### config.mk
export PLATFORM = sky130hd
export DESIGN_NAME = key_hold_action_detector_top_flat
export DESIGN_NICKNAME = d
export VERILOG_FILES = /design/src/design/kha_pkg.sv /design/src/design/kha_if.sv /design/src/design/kha_regs.sv /design/src/design/kha_match.sv /design/src/design/kha_core.sv /design/src/design/key_hold_action_detector_top.sv /design/src/flat_wrapper.sv
export SDC_FILE = /design/constraint.sdc
export NUM_CORES = 1
export LEC_CHECK = 0
export BUFFER_PORTS_ARGS = -buffer_cell sky130_fd_sc_hd__buf_2
export CORE_UTILIZATION = 30
export CTS_CLUSTER_DIAMETER = 200
export DETAILED_ROUTE_END_ITERATION = 10
export GPL_TIMING_DRIVEN = 0
export HOLD_SLACK_MARGIN = 0.05
export PLACE_DENSITY = 0.55
export SYNTH_ARGS = -nofsm -noshare
export SYNTH_HDL_FRONTEND = slang
export SYNTH_SLANG_ARGS = --single-unit
### constraint.sdc
create_clock -name clk_i -period 4.91 [get_ports clk_i]
set_clock_uncertainty 0.1 [all_clocks]
set_input_delay 0.2455 -clock clk_i [delete_from_list [all_inputs] [get_ports clk_i]]
set_output_delay 0.2455 -clock clk_i [all_outputs]
set_load 0.005 [all_outputs]
### src/design/kha_pkg.sv
// Shared types and constants for the key hold action detector.
package kha_pkg;

  // Number of entry registers behind the configuration port.
  localparam int unsigned ENTRY_REGS = 4;

  // Configuration port geometry.
  localparam int unsigned ADDR_W = 5;
  localparam int unsigned DATA_W = 32;
  localparam int unsigned REG_IDX_W = 3;

  // Hold counter width and its saturation value.
  localparam int unsigned HOLD_W = 16;
  localparam logic [HOLD_W-1:0] HOLD_MAX = '1;

  // Width of the reported entry index.
  localparam int unsigned INDEX_W = 2;

  // Register indexes, word address divided by four.
  localparam logic [REG_IDX_W-1:0] REG_PRESSED_LEVEL = 3'd0;
  localparam logic [REG_IDX_W-1:0] REG_ENTRY0 = 3'd1;
  localparam logic [REG_IDX_W-1:0] REG_ENTRY1 = 3'd2;
  localparam logic [REG_IDX_W-1:0] REG_ENTRY2 = 3'd3;
  localparam logic [REG_IDX_W-1:0] REG_ENTRY3 = 3'd4;

  // One entry word: valid, kind (release when set) and tick threshold.
  typedef struct packed {
    logic              valid;
    logic              release_kind;
    logic [HOLD_W-1:0] ticks;
  } entry_t;

  localparam int unsigned ENTRY_W = $bits(entry_t);

endpackage

### src/design/kha_if.sv
// Valid/ready channel interfaces for key samples and action results.
interface kha_key_if;
  logic valid;
  logic ready;
  logic key_level;

  modport source (output valid, output key_level, input ready);
  modport sink (input valid, input key_level, output ready);
endinterface

interface kha_action_if;
  logic        valid;
  logic        ready;
  logic        action_fired;
  logic [1:0]  action_index;
  logic        stable_pressed;
  logic [15:0] hold_ticks;

  modport source (output valid, output action_fired, output action_index,
                  output stable_pressed, output hold_ticks, input ready);
  modport sink (input valid, input action_fired, input action_index,
                input stable_pressed, input hold_ticks, output ready);
endinterface

### src/design/kha_regs.sv
// APB-style configuration registers: pressed level and entry words.
module kha_regs (
  input  logic                        clk_i,
  input  logic                        rst_ni,
  input  logic                        psel,
  input  logic                        penable,
  input  logic                        pwrite,
  input  logic [kha_pkg::ADDR_W-1:0]  paddr,
  input  logic [kha_pkg::DATA_W-1:0]  pwdata,
  output logic [kha_pkg::DATA_W-1:0]  prdata,
  output logic                        pready,
  output logic                        pressed_level_o,
  output kha_pkg::entry_t             entries_o [kha_pkg::ENTRY_REGS]
);
  import kha_pkg::*;

  logic                 pressed_level_q;
  entry_t               entry_q [ENTRY_REGS];
  logic [REG_IDX_W-1:0] reg_idx;
  logic                 wr_en;

  assign pready = 1'b1;
  assign reg_idx = paddr[ADDR_W-1:2];
  assign wr_en = psel && penable && pwrite;

  // Register writes; writes to unused indexes are dropped.
  always_ff @(posedge clk_i or negedge rst_ni) begin
    if (!rst_ni) begin
      pressed_level_q <= 1'b0;
      for (int i = 0; i < ENTRY_REGS; i++) begin
        entry_q[i] <= '0;
      end
    end else if (wr_en) begin
      unique case (reg_idx)
        REG_PRESSED_LEVEL: pressed_level_q <= pwdata[0];
        REG_ENTRY0:        entry_q[0] <= pwdata[ENTRY_W-1:0];
        REG_ENTRY1:        entry_q[1] <= pwdata[ENTRY_W-1:0];
        REG_ENTRY2:        entry_q[2] <= pwdata[ENTRY_W-1:0];
        REG_ENTRY3:        entry_q[3] <= pwdata[ENTRY_W-1:0];
        default:           ;
      endcase
    end
  end

  // Read back the addressed register, zero for unused addresses.
  always_comb begin
    prdata = '0;
    unique case (reg_idx)
      REG_PRESSED_LEVEL: prdata = {{(DATA_W-1){1'b0}}, pressed_level_q};
      REG_ENTRY0:        prdata = {{(DATA_W-ENTRY_W){1'b0}}, entry_q[0]};
      REG_ENTRY1:        prdata = {{(DATA_W-ENTRY_W){1'b0}}, entry_q[1]};
      REG_ENTRY2:        prdata = {{(DATA_W-ENTRY_W){1'b0}}, entry_q[2]};
      REG_ENTRY3:        prdata = {{(DATA_W-ENTRY_W){1'b0}}, entry_q[3]};
      default:           prdata = '0;
    endcase
  end

  assign pressed_level_o = pressed_level_q;
  assign entries_o = entry_q;

endmodule

### src/design/kha_match.sv
// Priority search over the entry words for a press or release match.
module kha_match #(
  parameter int unsigned ENTRY_COUNT = 4
) (
  input  kha_pkg::entry_t              entries_i [kha_pkg::ENTRY_REGS],
  input  logic                         release_kind_i,
  input  logic [kha_pkg::HOLD_W-1:0]   hold_i,
  output logic                         hit_o,
  output logic [kha_pkg::INDEX_W-1:0]  hit_index_o
);
  import kha_pkg::*;

  // Entries beyond the register file are never valid.
  localparam int unsigned SEARCH =
    (ENTRY_COUNT < ENTRY_REGS) ? ENTRY_COUNT : ENTRY_REGS;

  // Walk from the highest index down so the lowest matching entry wins.
  always_comb begin
    hit_o = 1'b0;
    hit_index_o = '0;
    for (int i = SEARCH - 1; i >= 0; i--) begin
      if (entries_i[i].valid && (entries_i[i].release_kind == release_kind_i) &&
          (release_kind_i ? (entries_i[i].ticks <= hold_i)
                          : (entries_i[i].ticks == hold_i))) begin
        hit_o = 1'b1;
        hit_index_o = INDEX_W'(i);
      end
    end
  end

endmodule

### src/design/kha_core.sv
// Input register, debounce and hold state, entry match and result register.
module kha_core #(
  parameter int unsigned ENTRY_COUNT = 4
) (
  input  logic            clk_i,
  input  logic            rst_ni,
  input  logic            pressed_level_i,
  input  kha_pkg::entry_t entries_i [kha_pkg::ENTRY_REGS],
  kha_key_if.sink         key_in,
  kha_action_if.source    act_out
);
  import kha_pkg::*;

  logic              in_valid_q;
  logic              in_key_q;
  logic              out_valid_q;
  logic              out_fired_q;
  logic [INDEX_W-1:0] out_index_q;
  logic              out_stable_q;
  logic [HOLD_W-1:0] out_hold_q;
  logic              prior_valid_q, prior_valid_d;
  logic              prior_level_q, prior_level_d;
  logic [HOLD_W-1:0] hold_q, hold_d;
  logic              advance;
  logic              in_ready;
  logic              debounced;
  logic              is_pressed;
  logic              fired;
  logic              stable;
  logic [HOLD_W-1:0] search_hold;
  logic              hit;
  logic [INDEX_W-1:0] hit_index;

  // The work stage moves when the result register is free or being drained.
  assign advance = !out_valid_q || act_out.ready;
  assign in_ready = !in_valid_q || advance;
  assign key_in.ready = in_ready;

  // Input register.
  always_ff @(posedge clk_i or negedge rst_ni) begin
    if (!rst_ni) begin
      in_valid_q <= 1'b0;
    end else if (in_ready) begin
      in_valid_q <= key_in.valid;
    end
  end

  always_ff @(posedge clk_i) begin
    if (in_ready && key_in.valid) begin
      in_key_q <= key_in.key_level;
    end
  end

  assign debounced = prior_valid_q && (in_key_q == prior_level_q);
  assign is_pressed = (in_key_q == pressed_level_i);

  // Press entries compare against the stepped count, release against the hold.
  assign search_hold = is_pressed ? (hold_q + 1'b1) : hold_q;

  kha_match #(
    .ENTRY_COUNT (ENTRY_COUNT)
  ) u_match (
    .entries_i      (entries_i),
    .release_kind_i (!is_pressed),
    .hold_i         (search_hold),
    .hit_o          (hit),
    .hit_index_o    (hit_index)
  );

  // Debounce and hold counter update.
  always_comb begin
    prior_valid_d = prior_valid_q;
    prior_level_d = prior_level_q;
    hold_d = hold_q;
    fired = 1'b0;
    stable = 1'b0;
    if (!debounced) begin
      prior_valid_d = 1'b1;
      prior_level_d = in_key_q;
    end else if (is_pressed) begin
      stable = 1'b1;
      if (hold_q != HOLD_MAX) begin
        hold_d = hold_q + 1'b1;
        fired = hit;
      end
    end else begin
      fired = (hold_q != '0) && hit;
      hold_d = '0;
    end
  end

  // State and result valid registers.
  always_ff @(posedge clk_i or negedge rst_ni) begin
    if (!rst_ni) begin
      prior_valid_q <= 1'b0;
      prior_level_q <= 1'b0;
      hold_q <= '0;
      out_valid_q <= 1'b0;
    end else if (advance) begin
      out_valid_q <= in_valid_q;
      if (in_valid_q) begin
        prior_valid_q <= prior_valid_d;
        prior_level_q <= prior_level_d;
        hold_q <= hold_d;
      end
    end
  end

  // Result payload register.
  always_ff @(posedge clk_i) begin
    if (advance && in_valid_q) begin
      out_fired_q <= fired;
      out_index_q <= fired ? hit_index : '0;
      out_stable_q <= stable;
      out_hold_q <= hold_d;
    end
  end

  assign act_out.valid = out_valid_q;
  assign act_out.action_fired = out_fired_q;
  assign act_out.action_index = out_index_q;
  assign act_out.stable_pressed = out_stable_q;
  assign act_out.hold_ticks = out_hold_q;

endmodule

### src/design/key_hold_action_detector_top.sv
// Key hold action detector: sample register, one compute stage, result register.
// Path: the sample transfer loads the input register, and the result register loads
// from it while it is free or being drained, before the result transfer.
// Throughput: one sample per cycle while the result channel is not stalled, set by
// the single compute stage between the input register and the result register.
// Reset: asynchronous, active low; clears the debounce and hold state, the
// channel valids and all configuration registers.
module key_hold_action_detector_top #(
  parameter int unsigned ENTRY_COUNT = 4
) (
  input  logic                        clk_i,
  input  logic                        rst_ni,
  input  logic                        psel,
  input  logic                        penable,
  input  logic                        pwrite,
  input  logic [kha_pkg::ADDR_W-1:0]  paddr,
  input  logic [kha_pkg::DATA_W-1:0]  pwdata,
  output logic [kha_pkg::DATA_W-1:0]  prdata,
  output logic                        pready,
  kha_key_if.sink                     key_in_i,
  kha_action_if.source                act_out_o
);
  import kha_pkg::*;

  logic   pressed_level;
  entry_t entries [ENTRY_REGS];

  kha_regs u_regs (
    .clk_i           (clk_i),
    .rst_ni          (rst_ni),
    .psel            (psel),
    .penable         (penable),
    .pwrite          (pwrite),
    .paddr           (paddr),
    .pwdata          (pwdata),
    .prdata          (prdata),
    .pready          (pready),
    .pressed_level_o (pressed_level),
    .entries_o       (entries)
  );

  kha_core #(
    .ENTRY_COUNT (ENTRY_COUNT)
  ) u_core (
    .clk_i           (clk_i),
    .rst_ni          (rst_ni),
    .pressed_level_i (pressed_level),
    .entries_i       (entries),
    .key_in          (key_in_i),
    .act_out         (act_out_o)
  );

endmodule

### src/flat_wrapper.sv
// flat-port wrapper written by rule: the top's interface ports become plain ports
module key_hold_action_detector_top_flat import kha_pkg::*;
#(
  parameter int unsigned ENTRY_COUNT = 4
)
  (clk_i, rst_ni, psel, penable, pwrite, paddr, pwdata, prdata, pready, key_in_i_valid, key_in_i_key_level, key_in_i_ready, act_out_o_valid, act_out_o_action_fired, act_out_o_action_index, act_out_o_stable_pressed, act_out_o_hold_ticks, act_out_o_ready);
  kha_key_if key_in_i_i ();
  kha_action_if act_out_o_i ();
  input  logic clk_i;
  input  logic rst_ni;
  input  logic psel;
  input  logic penable;
  input  logic pwrite;
  input  logic [kha_pkg::ADDR_W-1:0] paddr;
  input  logic [kha_pkg::DATA_W-1:0] pwdata;
  output logic [kha_pkg::DATA_W-1:0] prdata;
  output logic pready;
  input wire logic [$bits(key_in_i_i.valid)-1:0] key_in_i_valid;
  input wire logic [$bits(key_in_i_i.key_level)-1:0] key_in_i_key_level;
  output wire logic [$bits(key_in_i_i.ready)-1:0] key_in_i_ready;
  output wire logic [$bits(act_out_o_i.valid)-1:0] act_out_o_valid;
  output wire logic [$bits(act_out_o_i.action_fired)-1:0] act_out_o_action_fired;
  output wire logic [$bits(act_out_o_i.action_index)-1:0] act_out_o_action_index;
  output wire logic [$bits(act_out_o_i.stable_pressed)-1:0] act_out_o_stable_pressed;
  output wire logic [$bits(act_out_o_i.hold_ticks)-1:0] act_out_o_hold_ticks;
  input wire logic [$bits(act_out_o_i.ready)-1:0] act_out_o_ready;
  assign key_in_i_i.valid = key_in_i_valid;
  assign key_in_i_i.key_level = key_in_i_key_level;
  assign key_in_i_ready = key_in_i_i.ready;
  assign act_out_o_valid = act_out_o_i.valid;
  assign act_out_o_action_fired = act_out_o_i.action_fired;
  assign act_out_o_action_index = act_out_o_i.action_index;
  assign act_out_o_stable_pressed = act_out_o_i.stable_pressed;
  assign act_out_o_hold_ticks = act_out_o_i.hold_ticks;
  assign act_out_o_i.ready = act_out_o_ready;
  key_hold_action_detector_top #(.ENTRY_COUNT(ENTRY_COUNT)) u_core (.clk_i(clk_i), .rst_ni(rst_ni), .psel(psel), .penable(penable), .pwrite(pwrite), .paddr(paddr), .pwdata(pwdata), .prdata(prdata), .pready(pready), .key_in_i(key_in_i_i), .act_out_o(act_out_o_i));
endmodule
=== Word level (Yosys, flattened, before mapping) ===
Index checks and enable logic that the tools add are counted.

* Register bits: 114
* Latch bits: 0
* Memory bits (writable): 0
* Bits in read-only memories: 0
* Bits of input ports: 45
* Logic and storage cells: 96
* Memories: 0

* Add/subtract/negate cells: 1
* $mul: 0
* Div/mod/pow operators: 0
* Order comparisons: 4
* Equality and inequality tests: 15
* Shifts and indexed selects: 0
* Mux-type cells: 20
* Bitwise logic cells: 2
* Reduce and logical (&&, ||, !) cells: 30

{| class="wikitable"
|+ Operator list
! operator !! count
|-
| $pmux W18 S5 || 1
|-
| $eq A16 B16 Y1 || 4
|-
| $le A16 B16 Y1 || 4
|-
| $mux W16 || 4
|-
| $add A16 B1 Y16 const B || 1
|-
| $ne A16 B16 Y1 const B || 1
|-
| $reduce_bool A16 Y1 || 1
|-
| $logic_and A1 B1 Y1 || 14
|-
| $mux W1 || 13
|-
| $reduce_and A2 Y1 || 6
|-
| $eq A1 B1 Y1 || 6
|-
| $eq A3 B2 Y1 const B || 2
|-
| $mux W2 || 2
|-
| $eq A3 B1 Y1 const B || 1
|-
| $eq A3 B3 Y1 const B || 1
|-
| $logic_not A1 Y1 || 3
|-
| $logic_not A3 Y1 || 1
|-
| $reduce_and A3 Y1 || 1
|-
| $reduce_or A3 Y1 || 1
|-
| $logic_or A1 B1 Y1 || 2
|-
| $not A1 Y1 || 2
|-
| $reduce_or A2 Y1 || 1
|}

=== Longest topological paths before layout ===
Gate-level depths: netlist of the first run.

* Depth in word-level cells: 14
* Depth in mapped cells: 17

=== Cells and area by module ===
A second synthesis of the first run with hierarchy kept.

* Cells, all modules: 693
* Area, all modules: 7526.0 µm²

{| class="wikitable"
|+ Modules (own cells, without submodules)
! module !! instances !! cells an instance !! area an instance (µm²) !! sequential area each (µm²)
|-
| kha_regs || 1 || 242 || 3469.6 || 1826.8
|-
| kha_core || 1 || 252 || 2476.1 || 1131.1
|-
| kha_match || 1 || 199 || 1580.3 || 0.0
|}

=== Least setup slack after synthesis of the first run ===
Ideal clock, no wire load.

* Path kind: register to register
* From: register u_core.u_core.hold_q[2]
* To: register u_core.u_core.out_fired_q (netlist: u_core.u_core.act_out.action_fired) (data pin)
* Library setup time: 0.259 ns
* Arrival time: 3.138 ns
* Data required time: 4.551 ns
* Slack: 1.413 ns
* Cell stages (with the launch flop): 17
* Buffers on the path: 2
* Cell sequence: dfrtp_1 > buf_2 > nand3_1 > nor2_1 > and3_1 > clkbuf_1 > nand2_1 > nor2_1 > nand4_1 > xor2_1 > ha_1 > and4_1 > nand4_1 > o311a_1 > a21oi_1 > nand2_1 > o31a_1

* Word-level cells in the longest chain between the ends: 12

{| class="wikitable"
|+ Ends and longest elaborated chain
! element !! RTL line !! RTL
|-
| from (decl) || kha_core.sv:23 || <nowiki>logic [HOLD_W-1:0] hold_q, hold_d;</nowiki>
|-
| from (signal assigned) || kha_core.sv:104 || <nowiki>hold_q <= hold_d;</nowiki>
|-
| $add A16 B1 Y16 || kha_core.sv:58 || <nowiki>assign search_hold = is_pressed ? (hold_q + 1'b1) : hold_q;</nowiki>
|-
| $mux W16 || kha_core.sv:58 ||
|-
| $le A16 B16 Y1 or $eq A16 B16 Y1 (tied branches) || kha_match.sv:23, kha_match.sv:24 ||
|-
| $mux W1 || kha_match.sv:23 || <nowiki>(release_kind_i ? (entries_i[i].ticks <= hold_i)</nowiki>
|-
| $logic_and A1 B1 Y1 || kha_match.sv:22 || <nowiki>if (entries_i[i].valid && (entries_i[i].release_kind == release_kind_i) &&</nowiki>
|-
| $mux W1 (4 in series) || kha_match.sv:22 ||
|-
| $mux W1 or $logic_and A1 B1 Y1 (tied branches) || kha_core.sv:82, kha_core.sv:87 ||
|-
| $mux W1 (*) || kha_core.sv:80 || <nowiki>end else if (is_pressed) begin</nowiki>
|-
| $mux W1 (*) || kha_core.sv:77 || <nowiki>if (!debounced) begin</nowiki>
|-
| net u_core.u_core.fired || kha_core.sv:28 || <nowiki>logic fired;</nowiki>
|-
| to (signal assigned) || kha_core.sv:112 || <nowiki>out_fired_q <= fired;</nowiki>
|-
| to (decl) || kha_core.sv:17 || <nowiki>logic out_fired_q;</nowiki>
|}

The timed path passes the listed nets; every way through them passes the cells marked *.
A chain may end at the register's enable or synchronous reset.

=== Final worst setup path of the first run ===
* From: register u_core.u_core.hold_q[2]
* To: register u_core.u_core.out_index_q[1] (netlist: u_core.u_core.act_out.action_index[1]) (data pin)

* Word-level cells in the longest chain between the ends: 14

{| class="wikitable"
|+ Ends and longest elaborated chain
! element !! RTL line !! RTL
|-
| $add A16 B1 Y16 || kha_core.sv:58 ||
|-
| $mux W16 || kha_core.sv:58 ||
|-
| $le A16 B16 Y1 or $eq A16 B16 Y1 (tied branches) || kha_match.sv:23, kha_match.sv:24 ||
|-
| $mux W1 || kha_match.sv:23 ||
|-
| $logic_and A1 B1 Y1 || kha_match.sv:22 ||
|-
| $mux W1 (4 in series) || kha_match.sv:22 ||
|-
| $mux W1 or $logic_and A1 B1 Y1 (tied branches) || kha_core.sv:82, kha_core.sv:87 ||
|-
| $mux W1 || kha_core.sv:80 ||
|-
| $mux W1 || kha_core.sv:77 ||
|-
| $not A1 Y1 (no source line) || -- ||
|-
| $reduce_or A3 Y1 (no source line) || -- ||
|-
| to (signal assigned) || kha_core.sv:113 || <nowiki>out_index_q <= fired ? hit_index : '0;</nowiki>
|-
| to (decl) || kha_core.sv:18 || <nowiki>logic [INDEX_W-1:0] out_index_q;</nowiki>
|}

Several ways; a longest one is shown, not always the timed one.

==> impl_metrics.py, run 1 <==
metrics = {
    "finish": {
        "postLayoutCoreUtil": 0.377,
        "final_area_mm2": 0.00860,
        "area_growth_pct": 22.9,
        "final_nets": 867,
        "fin_cells": 1087,
        "fill_cells": 2302,
        "layout-drive-gt1-share": 0.272,
        "multi_input_area_mm2": 0.00380,
        "regArea_mm2": 0.00296,
    },
    "routing": {
        "ant_nets": 0,
        "wl_met2_um": 8880,
        "wl_per_cell_um": 17.7,
        "maxUsedRoutingLayer": "met4",
        "wirelength_um": 19300,
        "drtIter0Drc": 330,
        "met3_length_um": 734,
        "wl_met1_um": 9360,
        "dr.pass1.iters": 5,
        "num_vias": 5362,
        "vias_per_cell": 4.93,
        "drc": 0,
    },
    "yosys": {
        "synth_area_leaders": "dfrtp_1 (33%), mux2_2 (13%), ha_1 (11%)",
        "synth_ff_type": "dfrtp_1",
        "yosysTopAreaCell": "dfrtp_1",
        "ys_ff_latch": 114,
        "synth_warnings": 0,
        "avgSynthCellArea_um2": 11.0,
        "syn-instance-count": 637,
        "synth_cell_types": 52,
        "netlist.area_leader.share": 0.333,
        "netlist_area_mm2": 0.00700,
        "async_reset_ff_frac": 0.816,
        "synth-edff-count": 21,
        "yosysSeqAreaShare": 0.423,
    },
    "min_path": {
        "hold_path.class": "input port to register",
        "min-delay-start": "paddr[4]",
    },
    "floorplanning": {
        "die_area_mm2": 0.0239,
        "row_count": 55,
        "initial_core_util": 0.307,
        "coreArea_mm2": 0.0228,
        "die_x_um": 155,
        "die_h_um": 155,
        "pin_count": 100,
    },
    "worst_setup_path": {
        "path_class": "register to register",
        "cp-start-kind": "register",
        "arrival_ps": 4440,
        "worstPathMaxFanout": 9,
        "cp_slowest_cell": "xor2_1",
        "critPathCaptureType": "register",
        "path_cells": "buf_2 -> nand3_1 -> nor2_1 -> and3_1 -> clkbuf_1 -> nand2_1 -> nor2_1 -> nand2_1 -> xor2_1 -> ha_1 -> a21o_1 -> a21o_1 -> a221oi_1 -> o31a_1 -> a21oi_1 -> nand2_1 -> nor3b_1",
        "path_delay_family": "simple AND/OR/NAND/NOR gates",
        "crit_top_cell": "nand2_1",
        "cp.required_ps": 5000,
        "slowest_delay_ps": 400,
        "crit_start": "u_core.u_core.hold_q[2]",
        "path_buf_inv": 2,
        "reg2reg_from": "u_core.u_core.hold_q[2]",
    },
    "sta": {
        "worst_pin_slew_ps": 1440,
        "fin_ws_ps": 553,
        "fmax_mhz": 230,
        "grt_setup_unrepaired": "false",
        "hold_viol": 0,
        "worst_hold_slack_ps": 192,
        "setup_viol": 0,
        "min_period_over_period": 0.887,
        "drv_slew": 0,
        "period_needed_ps": 4360,
        "relSlewSlack": 0.0366,
        "fin_tns_setup_ps": 0,
    },
    "cts": {
        "cts_tree": "yes",
        "numCtsBuffers": 17,
        "ctsHtreeMaxLevel": 4,
        "path_clk_slew_ps": 60,
        "cts-root-buf": "clkbuf_16",
        "clock_latency_ps": 420,
        "cts_setup_buffers": 0,
        "clkSinkCount": 114,
        "clockBufferDepth": 2,
    },
    "place": {
        "pre_cts_ws_ps": 321,
        "gp_congestion": 0.840,
        "dpl.cell_count": 1031,
        "numPortBuffers": 67,
        "placed_cell_area_mm2": 0.00780,
        "dp_hpwl_um": 14100,
    },
    "global_route": {
        "grt_pass1_wl_um": 30800,
        "overflow": 0,
        "antenna_found_initial": 1,
        "grt_max_degree": 66,
        "grt_usage": 0.170,
        "grt_pass1_vias": 5324,
    },
    "pwr": {
        "swShare": 0.318,
        "finalPower_mw": 3.36,
        "power_density_mw_per_mm2": 391,
        "ir_drop_uv": 178,
        "clockPowerShare": 0.350,
        "p_seq_frac": 0.376,
        "power_frac_comb": 0.273,
        "leakage_nw": 3.81,
        "switching_power_mw": 1.07,
        "p_int_mw": 2.30,
    },
    "outcome": {
        "status": "finished, final reports clean",
    },
    "flow_run": {
        "drv_cap": 0,
    },
}
-- cells in the final DEF (no fill, tap or decap), drive strengths merged, types with 4 or more instances in the layout --
master       Yosys  routed
a21o            15      15
a21oi           37      37
a221o           18      18
a22o            18      18
a31oi            4       4
and2             6       6
and3             4       4
and4             4       4
buf             27      95
clkbuf          19      39
clkinv           0       7
conb             2      15
dfrtp           93      93
dlygate4sd3      0      23
edfxtp          21      21
ha              62      62
inv             13      13
mux2            79      79
nand2           37      37
nand2b           7       7
nand3           15      15
nand4           19      19
nor2            28      28
nor2b            9       9
nor3             5       5
nor4             5       5
o21ai           26      26
o31ai            8       8
xnor2           17      17
xor2             9       9
-- synth_stat cells, types with 16 or more instances --
library cell / n
mux2_2: 79
ha_1: 62
edfxtp_1: 21
nand2_1: 37
a221o_1: 18
clkbuf_1: 18
a22o_1: 18
xnor2_1: 16
o21ai_0: 26
nor2_1: 28
nand4_1: 19
a21oi_1: 37
dfrtp_1: 93
-- tightest hold or removal path: cells and delay by family --
kind                   cells  cell delay [ps]
muxes                      1              210
buffers and inverters      1              140
and+or+nand+nor            1               70
-- repair_timing --
item                       in CTS  in global routing
hold buffers                   23                  0
gates resized for setup         0                  1
hold endpoints to repair      104                  0
setup endpoints to repair       0                  1
-- power groups by stage --
stage                     sequential, mW  combinational [mW]  clock (mW)
after detailed placement            1.28               0.904           0
after floorplan                     1.23               0.646           0
after CTS                           1.26               0.925        1.21
after global routing                1.29                1.05        1.25
final                               1.27               0.920        1.18
after global placement              1.28               0.886           0
-- cells by family (layout without fill, tap and decap cells) --
logic type	after synthesis	in the layout	share of synthesized area
mux	81	81	0.130
simple gates	147	147	0.111
fa+ha+maj	65	65	0.115
buf+inv	59	182	0.0419
other cells	2	16	0.00107
xor+xnor	26	26	0.0363
flops	114	114	0.423
compound gates	143	143	0.142
-- sequential cells by signal, summed over array words and instances, names as in the netlist, 2 cells and up --
register,count
u_core.u_regs.entries_o,72
u_core.u_core.hold_q,16
u_core.u_core.act_out.hold_ticks,16
u_core.u_core.act_out.action_index,2
-- layout make-up --
type	count	share of cell area
multi-input cells	477	0.442
flip-flops and latches	114	0.344
repair buffers	91	0.0693
clock buffers	20	0.0508
well taps	313	0.0456
plain buffers	46	0.0285
clock inverters	12	0.0135
inverters	13	0.00568
diodes	1	0.000291
-- per-layer routing --
| layer | vias to the layer above | GRT usage |
|---|---|---|
| li1 | 2605 | - |
| met1 | 2596 | 0.236 |
| met2 | 138 | 0.267 |
| met3 | 23 | 0.0347 |
| met4 | 0 | 0.0486 |
| met5 | - | 0 |
-- worst paths after layout --
path | depth (start not counted) | end | slack [ps]
setup / recovery | 17 | u_core.u_core.act_out.action_index[1] | 550
hold / removal | 3 | u_core.u_regs.pressed_level_o | 190
setup reg to reg | 17 | u_core.u_core.act_out.action_index[1] | 550
hold reg to reg | 1 | u_core.u_core.prior_valid_q | 380
max in group asynchronous | 3 | u_core.u_core.prior_level_q | 3820
min in group asynchronous | 2 | u_core.u_regs.entries_o[41] | 220
(Power assumes the default switching activity.)
==> run 2: changes to the inputs <==
--- a/config.mk
+++ b/config.mk
@@ -6,12 +6,16 @@
 export NUM_CORES = 1
 export LEC_CHECK = 0
 export BUFFER_PORTS_ARGS = -buffer_cell sky130_fd_sc_hd__buf_2
+export CAP_MARGIN = 20
+export CELL_PAD_IN_SITES_DETAIL_PLACEMENT = 0
+export CELL_PAD_IN_SITES_GLOBAL_PLACEMENT = 2
 export CORE_UTILIZATION = 30
 export CTS_CLUSTER_DIAMETER = 200
 export DETAILED_ROUTE_END_ITERATION = 10
 export GPL_TIMING_DRIVEN = 0
 export HOLD_SLACK_MARGIN = 0.05
-export PLACE_DENSITY = 0.55
+export PLACE_DENSITY = 0.74
+export RECOVER_POWER = 25
 export SYNTH_ARGS = -nofsm -noshare
 export SYNTH_HDL_FRONTEND = slang
 export SYNTH_SLANG_ARGS = --single-unit
==> run 2 against run 1 <==
Net effect:
- the run now ends with capacitance limit, slew limit left
- worst hold slack got worse by 7.7 ps
- final cell count rose by 0.18%
- sequential power barely moved
- core utilization rose by 0.26 points
- die area did not move
- sequential share of layout area fell by 0.24 points
- critical path depth fell by 5
- non-clock buffer count rose by 3
- critical path type unchanged
- largest power group is now clock
- highest routed layer unchanged
==> impl_metrics.py, run 2 (synthesized netlist as in run 1, its figures left out) <==
metrics = {
    "routing": {
        "wl_per_cell_um": 18.9,
        "drtIter0Drc": 296,
        "ant_nets": 0,
        "wirelength_um": 20600,
        "num_vias": 5499,
        "dr.pass1.iters": 5,
        "drc": 0,
        "vias_per_cell": 5.05,
    },
    "global_route": {
        "antenna_found_initial": 0,
        "grt_max_degree": 70,
        "overflow": 0,
        "grt_pass1_vias": 5575,
        "grt_pass1_wl_um": 31900,
        "grt_usage": 0.179,
    },
    "floorplanning": {
        "die_h_um": 155,
        "die_area_mm2": 0.0239,
        "die_x_um": 155,
        "coreArea_mm2": 0.0228,
        "row_count": 55,
        "initial_core_util": 0.307,
        "pin_count": 100,
    },
    "worst_setup_path": {
        "cp_slowest_cell": "xnor2_1",
        "rr_worst_depth": 12,
        "worstPathMaxFanout": 10,
        "path_cells": "xnor2_1 -> clkbuf_1 -> nand2_1 -> xor2_1 -> ha_1 -> a21o_1 -> a21o_1 -> a211oi_1 -> o31a_1 -> a21oi_1 -> nand2_1 -> nor3b_1",
        "r2r_end": "u_core.u_core.act_out.action_index[1]",
        "r2r_slack_ps": 190,
        "cp.required_ps": 5000,
        "cp-start-kind": "register",
        "critPathCaptureType": "register",
        "reg2reg_from": "u_core.u_core.in_key_q",
        "slowest_delay_ps": 900,
        "path_class": "register to register",
        "arrival_ps": 4800,
    },
    "cts": {
        "path_clk_slew_ps": 60,
        "cts_tree": "yes",
        "clockBufferDepth": 2,
        "clkSinkCount": 114,
        "clock_latency_ps": 420,
        "cts_resized": 0,
        "ctsHtreeMaxLevel": 4,
        "numCtsBuffers": 17,
        "cts-root-buf": "clkbuf_16",
    },
    "min_path": {
        "hold_end": "u_core.u_regs.pressed_level_o",
        "hold_path.class": "input port to register",
        "min-delay-start": "paddr[4]",
        "worstHoldPathCells": 3,
    },
    "sta": {
        "worst_hold_slack_ps": 184,
        "period_needed_ps": 4720,
        "fmax_mhz": 212,
        "setup_viol": 0,
        "drv_slew": 70,
        "worst_pin_slew_ps": 1810,
        "min_period_over_period": 0.961,
        "grt_setup_unrepaired": "false",
        "relSlewSlack": -0.207,
        "fin_tns_setup_ps": 0,
        "hold_viol": 0,
    },
    "place": {
        "dp_hpwl_um": 15500,
        "gp_congestion": 0.836,
        "numPortBuffers": 67,
    },
    "outcome": {
        "violations": "capacitance limit, slew limit",
        "status": "finished, violations left",
    },
    "finish": {
        "area_growth_pct": 23.7,
        "mostFrequentLayoutCell": "dfrtp_1",
        "final_nets": 870,
        "largest_reg_flops": 72,
        "diodes": 0,
        "layout_common_cells": "dfrtp_1 (93), mux2_2 (79), buf_2 (77)",
        "layout-drive-gt1-share": 0.273,
    },
    "pwr": {
        "power_density_mw_per_mm2": 406,
        "leakage_nw": 3.84,
        "ir_drop_uv": 182,
    },
    "flow_run": {
        "drv_cap": 1,
    },
}
==> run 2: cell types whose count changed in the layout (fill, tap and decap cells not counted), moves of 2 or more <==
cell / before / now
buf_6: 0 / 3
bufinv_16: 2 / 4
clkbuf_1: 21 / 23
clkinvlp_4: 3 / 1
==> run 2: timing repair <==
| item | CTS | global route |
|---|---|---|
| hold buffers | 23 | 0 |
| setup buffers | 0 | 0 |
| endpoints found under the hold margin | 166 | 0 |
==> run 2: cell type report <==
cell class                      count  area (um^2)
Inverter                           13         48.8
Timing Repair Buffer               94          602
Buffer                             46          245
Multi-Input combinational cell    477         3800
Fill cell                        2226        14100
Clock inverter                     11          161
Tap cell                          313          392
Sequential cell                   114         2960
Clock buffer                       21          450
==> run 2: worst max-delay path: cells and delay by family (launching register included) <==
kind	cells	cell delay, ps
AND/OR/NAND/NOR	3	600
XOR/XNOR	2	1340
flip-flops	1	530
buffers and inverters	1	510
AO/OA/AOI/OAI	5	1060
adder cells (fa/ha/maj)	1	340
==> run 2: through the flow <==
stage | setup WS [ps] | cells | util | power, mW | cell area (um^2)
5_1_grt | 4.36 | 1089 | 0.380 | 3.72 | 8660
3_5_place_dp | 324 | 1033 | 0.344 | 2.22 | 7830
2_1_floorplan | 1410 | 650 | - | 1.88 | 7040
4_1_cts | 294 | 1088 | 0.381 | 3.55 | 8670
3_3_place_gp | 323 | 1030 | 0.341 | 2.19 | 7770
6_report | 194 | 1089 | 0.380 | 3.51 | 8660
==> run 2: report_power, final <==
| group | internal, mW | total [mW] | switching [mW] |
|---|---|---|---|
| Sequential | 1.12 | 1.27 | 0.146 |
| Clock | 0.858 | 1.30 | 0.446 |
| Combinational | 0.441 | 0.946 | 0.505 |
==> run 2: how the worst max path moves through the flow <==
stage                     slack [ps]                    start  cells past startpoint                                     to
final                            190   u_core.u_core.in_key_q                     12  u_core.u_core.act_out.action_index[1]
after global routing               4   u_core.u_core.in_key_q                     12  u_core.u_core.act_out.action_index[1]
after CTS                        290   u_core.u_core.in_key_q                     12  u_core.u_core.act_out.action_index[1]
after detailed placement         320   u_core.u_core.in_key_q                     12  u_core.u_core.act_out.action_index[1]
after global placement           320   u_core.u_core.in_key_q                     13  u_core.u_core.act_out.action_index[1]
after floorplan                 1410  u_core.u_core.hold_q[2]                     16     u_core.u_core.act_out.action_fired
==> run 2: layer usage <==
layer | global-route usage | part of all wire | vias to the layer above | wire, um
met5 | 0 | 0 | - | 0
met4 | 0.0717 | 0.020 | 0 | 403
met3 | 0.0336 | 0.043 | 22 | 876
met2 | 0.290 | 0.47 | 151 | 9720
met1 | 0.235 | 0.47 | 2699 | 9570
li1 | - | - | 2627 | -
==> run 3: changes to the inputs <==
--- a/config.mk
+++ b/config.mk
@@ -8,13 +8,13 @@
 export BUFFER_PORTS_ARGS = -buffer_cell sky130_fd_sc_hd__buf_2
 export CAP_MARGIN = 20
 export CELL_PAD_IN_SITES_DETAIL_PLACEMENT = 0
-export CELL_PAD_IN_SITES_GLOBAL_PLACEMENT = 2
+export CELL_PAD_IN_SITES_GLOBAL_PLACEMENT = 1
 export CORE_UTILIZATION = 30
 export CTS_CLUSTER_DIAMETER = 200
 export DETAILED_ROUTE_END_ITERATION = 10
 export GPL_TIMING_DRIVEN = 0
 export HOLD_SLACK_MARGIN = 0.05
-export PLACE_DENSITY = 0.74
+export PLACE_DENSITY = 0.65
 export RECOVER_POWER = 25
 export SYNTH_ARGS = -nofsm -noshare
 export SYNTH_HDL_FRONTEND = slang
==> run 3 against run 2 <==
Net effect:
- the run still ends with capacitance limit, slew limit left
- non-clock buffer count fell by 2
- core utilization decreased by 0.20 points
- sequential power about the same
- register-to-register slack better by 320 ps
- clock power shrank 5%
- largest cell class unchanged
==> impl_metrics.py, run 3 (synthesized netlist as in run 1, its figures left out) <==
metrics = {
    "outcome": {
        "status": "finished, violations left",
        "violations": "capacitance limit, slew limit",
    },
    "cts": {
        "path_clk_slew_ps": 60,
        "ctsHtreeMaxLevel": 4,
        "clockBufferDepth": 2,
        "clkSinkCount": 114,
        "numCtsBuffers": 17,
        "cts_setup_buffers": 0,
        "cts-root-buf": "clkbuf_16",
        "clock_latency_ps": 430,
        "cts_tree": "yes",
    },
    "pwr": {
        "ir_drop_uv": 197,
        "power_density_mw_per_mm2": 398,
        "leakage_nw": 3.82,
        "finalPower_mw": 3.42,
    },
    "finish": {
        "largest_reg_flops": 72,
        "layout_common_cells": "dfrtp_1 (93), mux2_2 (79), buf_2 (78)",
        "area_growth_pct": 23.1,
        "mostFrequentLayoutCell": "dfrtp_1",
        "diodes": 0,
        "fill_cells": 2326,
        "layout-drive-gt1-share": 0.273,
        "final_nets": 868,
    },
    "floorplanning": {
        "pin_count": 100,
        "die_x_um": 155,
        "die_area_mm2": 0.0239,
        "die_h_um": 155,
        "coreArea_mm2": 0.0228,
        "row_count": 55,
        "initial_core_util": 0.307,
    },
    "place": {
        "numPortBuffers": 67,
        "gp_congestion": 0.808,
        "dp_hpwl_um": 14300,
    },
    "worst_setup_path": {
        "worstPathMaxFanout": 7,
        "path_class": "register to register",
        "r2r_slack_ps": 510,
        "arrival_ps": 4510,
        "reg2reg_from": "u_core.u_core.hold_q[0]",
        "crit_start": "u_core.u_core.hold_q[0]",
        "r2r_end": "u_core.u_core.act_out.action_index[1]",
        "crit_path_end": "u_core.u_core.act_out.action_index[1]",
        "cp.required_ps": 5020,
        "critPathCaptureType": "register",
        "rr_worst_depth": 12,
        "cp-start-kind": "register",
    },
    "sta": {
        "hold_viol": 0,
        "min_period_over_period": 0.896,
        "relSlewSlack": -0.505,
        "setup_viol": 0,
        "grt_setup_unrepaired": "false",
        "fin_tns_setup_ps": 0,
        "fmax_mhz": 227,
        "period_needed_ps": 4400,
        "worst_pin_slew_ps": 2260,
        "drv_slew": 41,
    },
    "min_path": {
        "hold_path.class": "input port to register",
    },
    "global_route": {
        "overflow": 0,
        "grt_pass1_wl_um": 30500,
        "grt_usage": 0.169,
        "grt_pass1_vias": 5254,
        "antenna_found_initial": 0,
        "grt_max_degree": 55,
    },
    "routing": {
        "vias_per_cell": 4.94,
        "wirelength_um": 19300,
        "drtIter0Drc": 333,
        "num_vias": 5362,
        "wl_per_cell_um": 17.8,
        "drc": 0,
        "dr.pass1.iters": 5,
        "ant_nets": 0,
    },
    "flow_run": {
        "drv_cap": 1,
    },
}
[run 3: power breakdown]
group / internal, mW / switching, mW / total (mW)
clock: 0.785 / 0.454 / 1.24
combinational: 0.438 / 0.485 / 0.923
sequential: 1.12 / 0.142 / 1.26
[run 3: worst min path at each step]
stage                                   from                             to  slack, ps  cells past startpoint
after global routing                paddr[4]  u_core.u_regs.pressed_level_o        230                      3
after global placement    key_in_i_key_level         u_core.u_core.in_key_q        320                      1
after CTS                           paddr[2]  u_core.u_regs.pressed_level_o        190                      3
final                               paddr[2]  u_core.u_regs.pressed_level_o        200                      3
after floorplan                       rst_ni    u_core.u_core.act_out.valid       -150                      0
after detailed placement              rst_ni    u_core.u_core.prior_valid_q        180                      1
[run 3: timing repair]
action / in CTS / in global routing
gates resized for setup: 0 / 1
hold buffers: 23 / 0
endpoints found under the hold margin: 115 / 0
endpoints found under the setup margin: 0 / 2
[run 3: cell type report]
type	instances	area, um^2	share of cell area
Tap cell	313	392	0.0455
Multi-Input combinational cell	477	3810	0.442
Buffer	46	245	0.0285
Timing Repair Buffer	92	581	0.0674
Clock inverter	9	105	0.0122
Clock buffer	22	475	0.0552
Inverter	13	48.8	0.00567
Sequential cell	114	2960	0.344
[run 3: layer usage]
metal	global-route usage	vias to the layer above	wire, um
met4	0.0471	0	213
met3	0.0345	17	719
met1	0.236	2624	9540
li1	-	2609	-
met5	0	-	0
met2	0.265	112	8830
[run 3: worst max-delay path, cell delays in order (launching register included)]
cell	delay [ps]
dfrtp_1	440
ha_1	280
nand3_1	270
nor3_1	550
and2_1	270
nand2_1	80
xor2_1	390
ha_1	210
and4_1	290
nand4_1	140
o311ai_0	640
nand3_1	190
nor3b_1	350
[run 3: per-stage QoR]
step	instance area, um^2	instances	hold WS [ps]	setup slack [ps]	util
after floorplan	7040	650	-150	1410	-
after global placement	7770	1030	323	238	0.341
after detailed placement	7810	1031	178	337	0.343
after CTS	8620	1085	186	293	0.378
after global routing	8610	1086	226	20.4	0.378
final	8610	1086	196	512	0.378
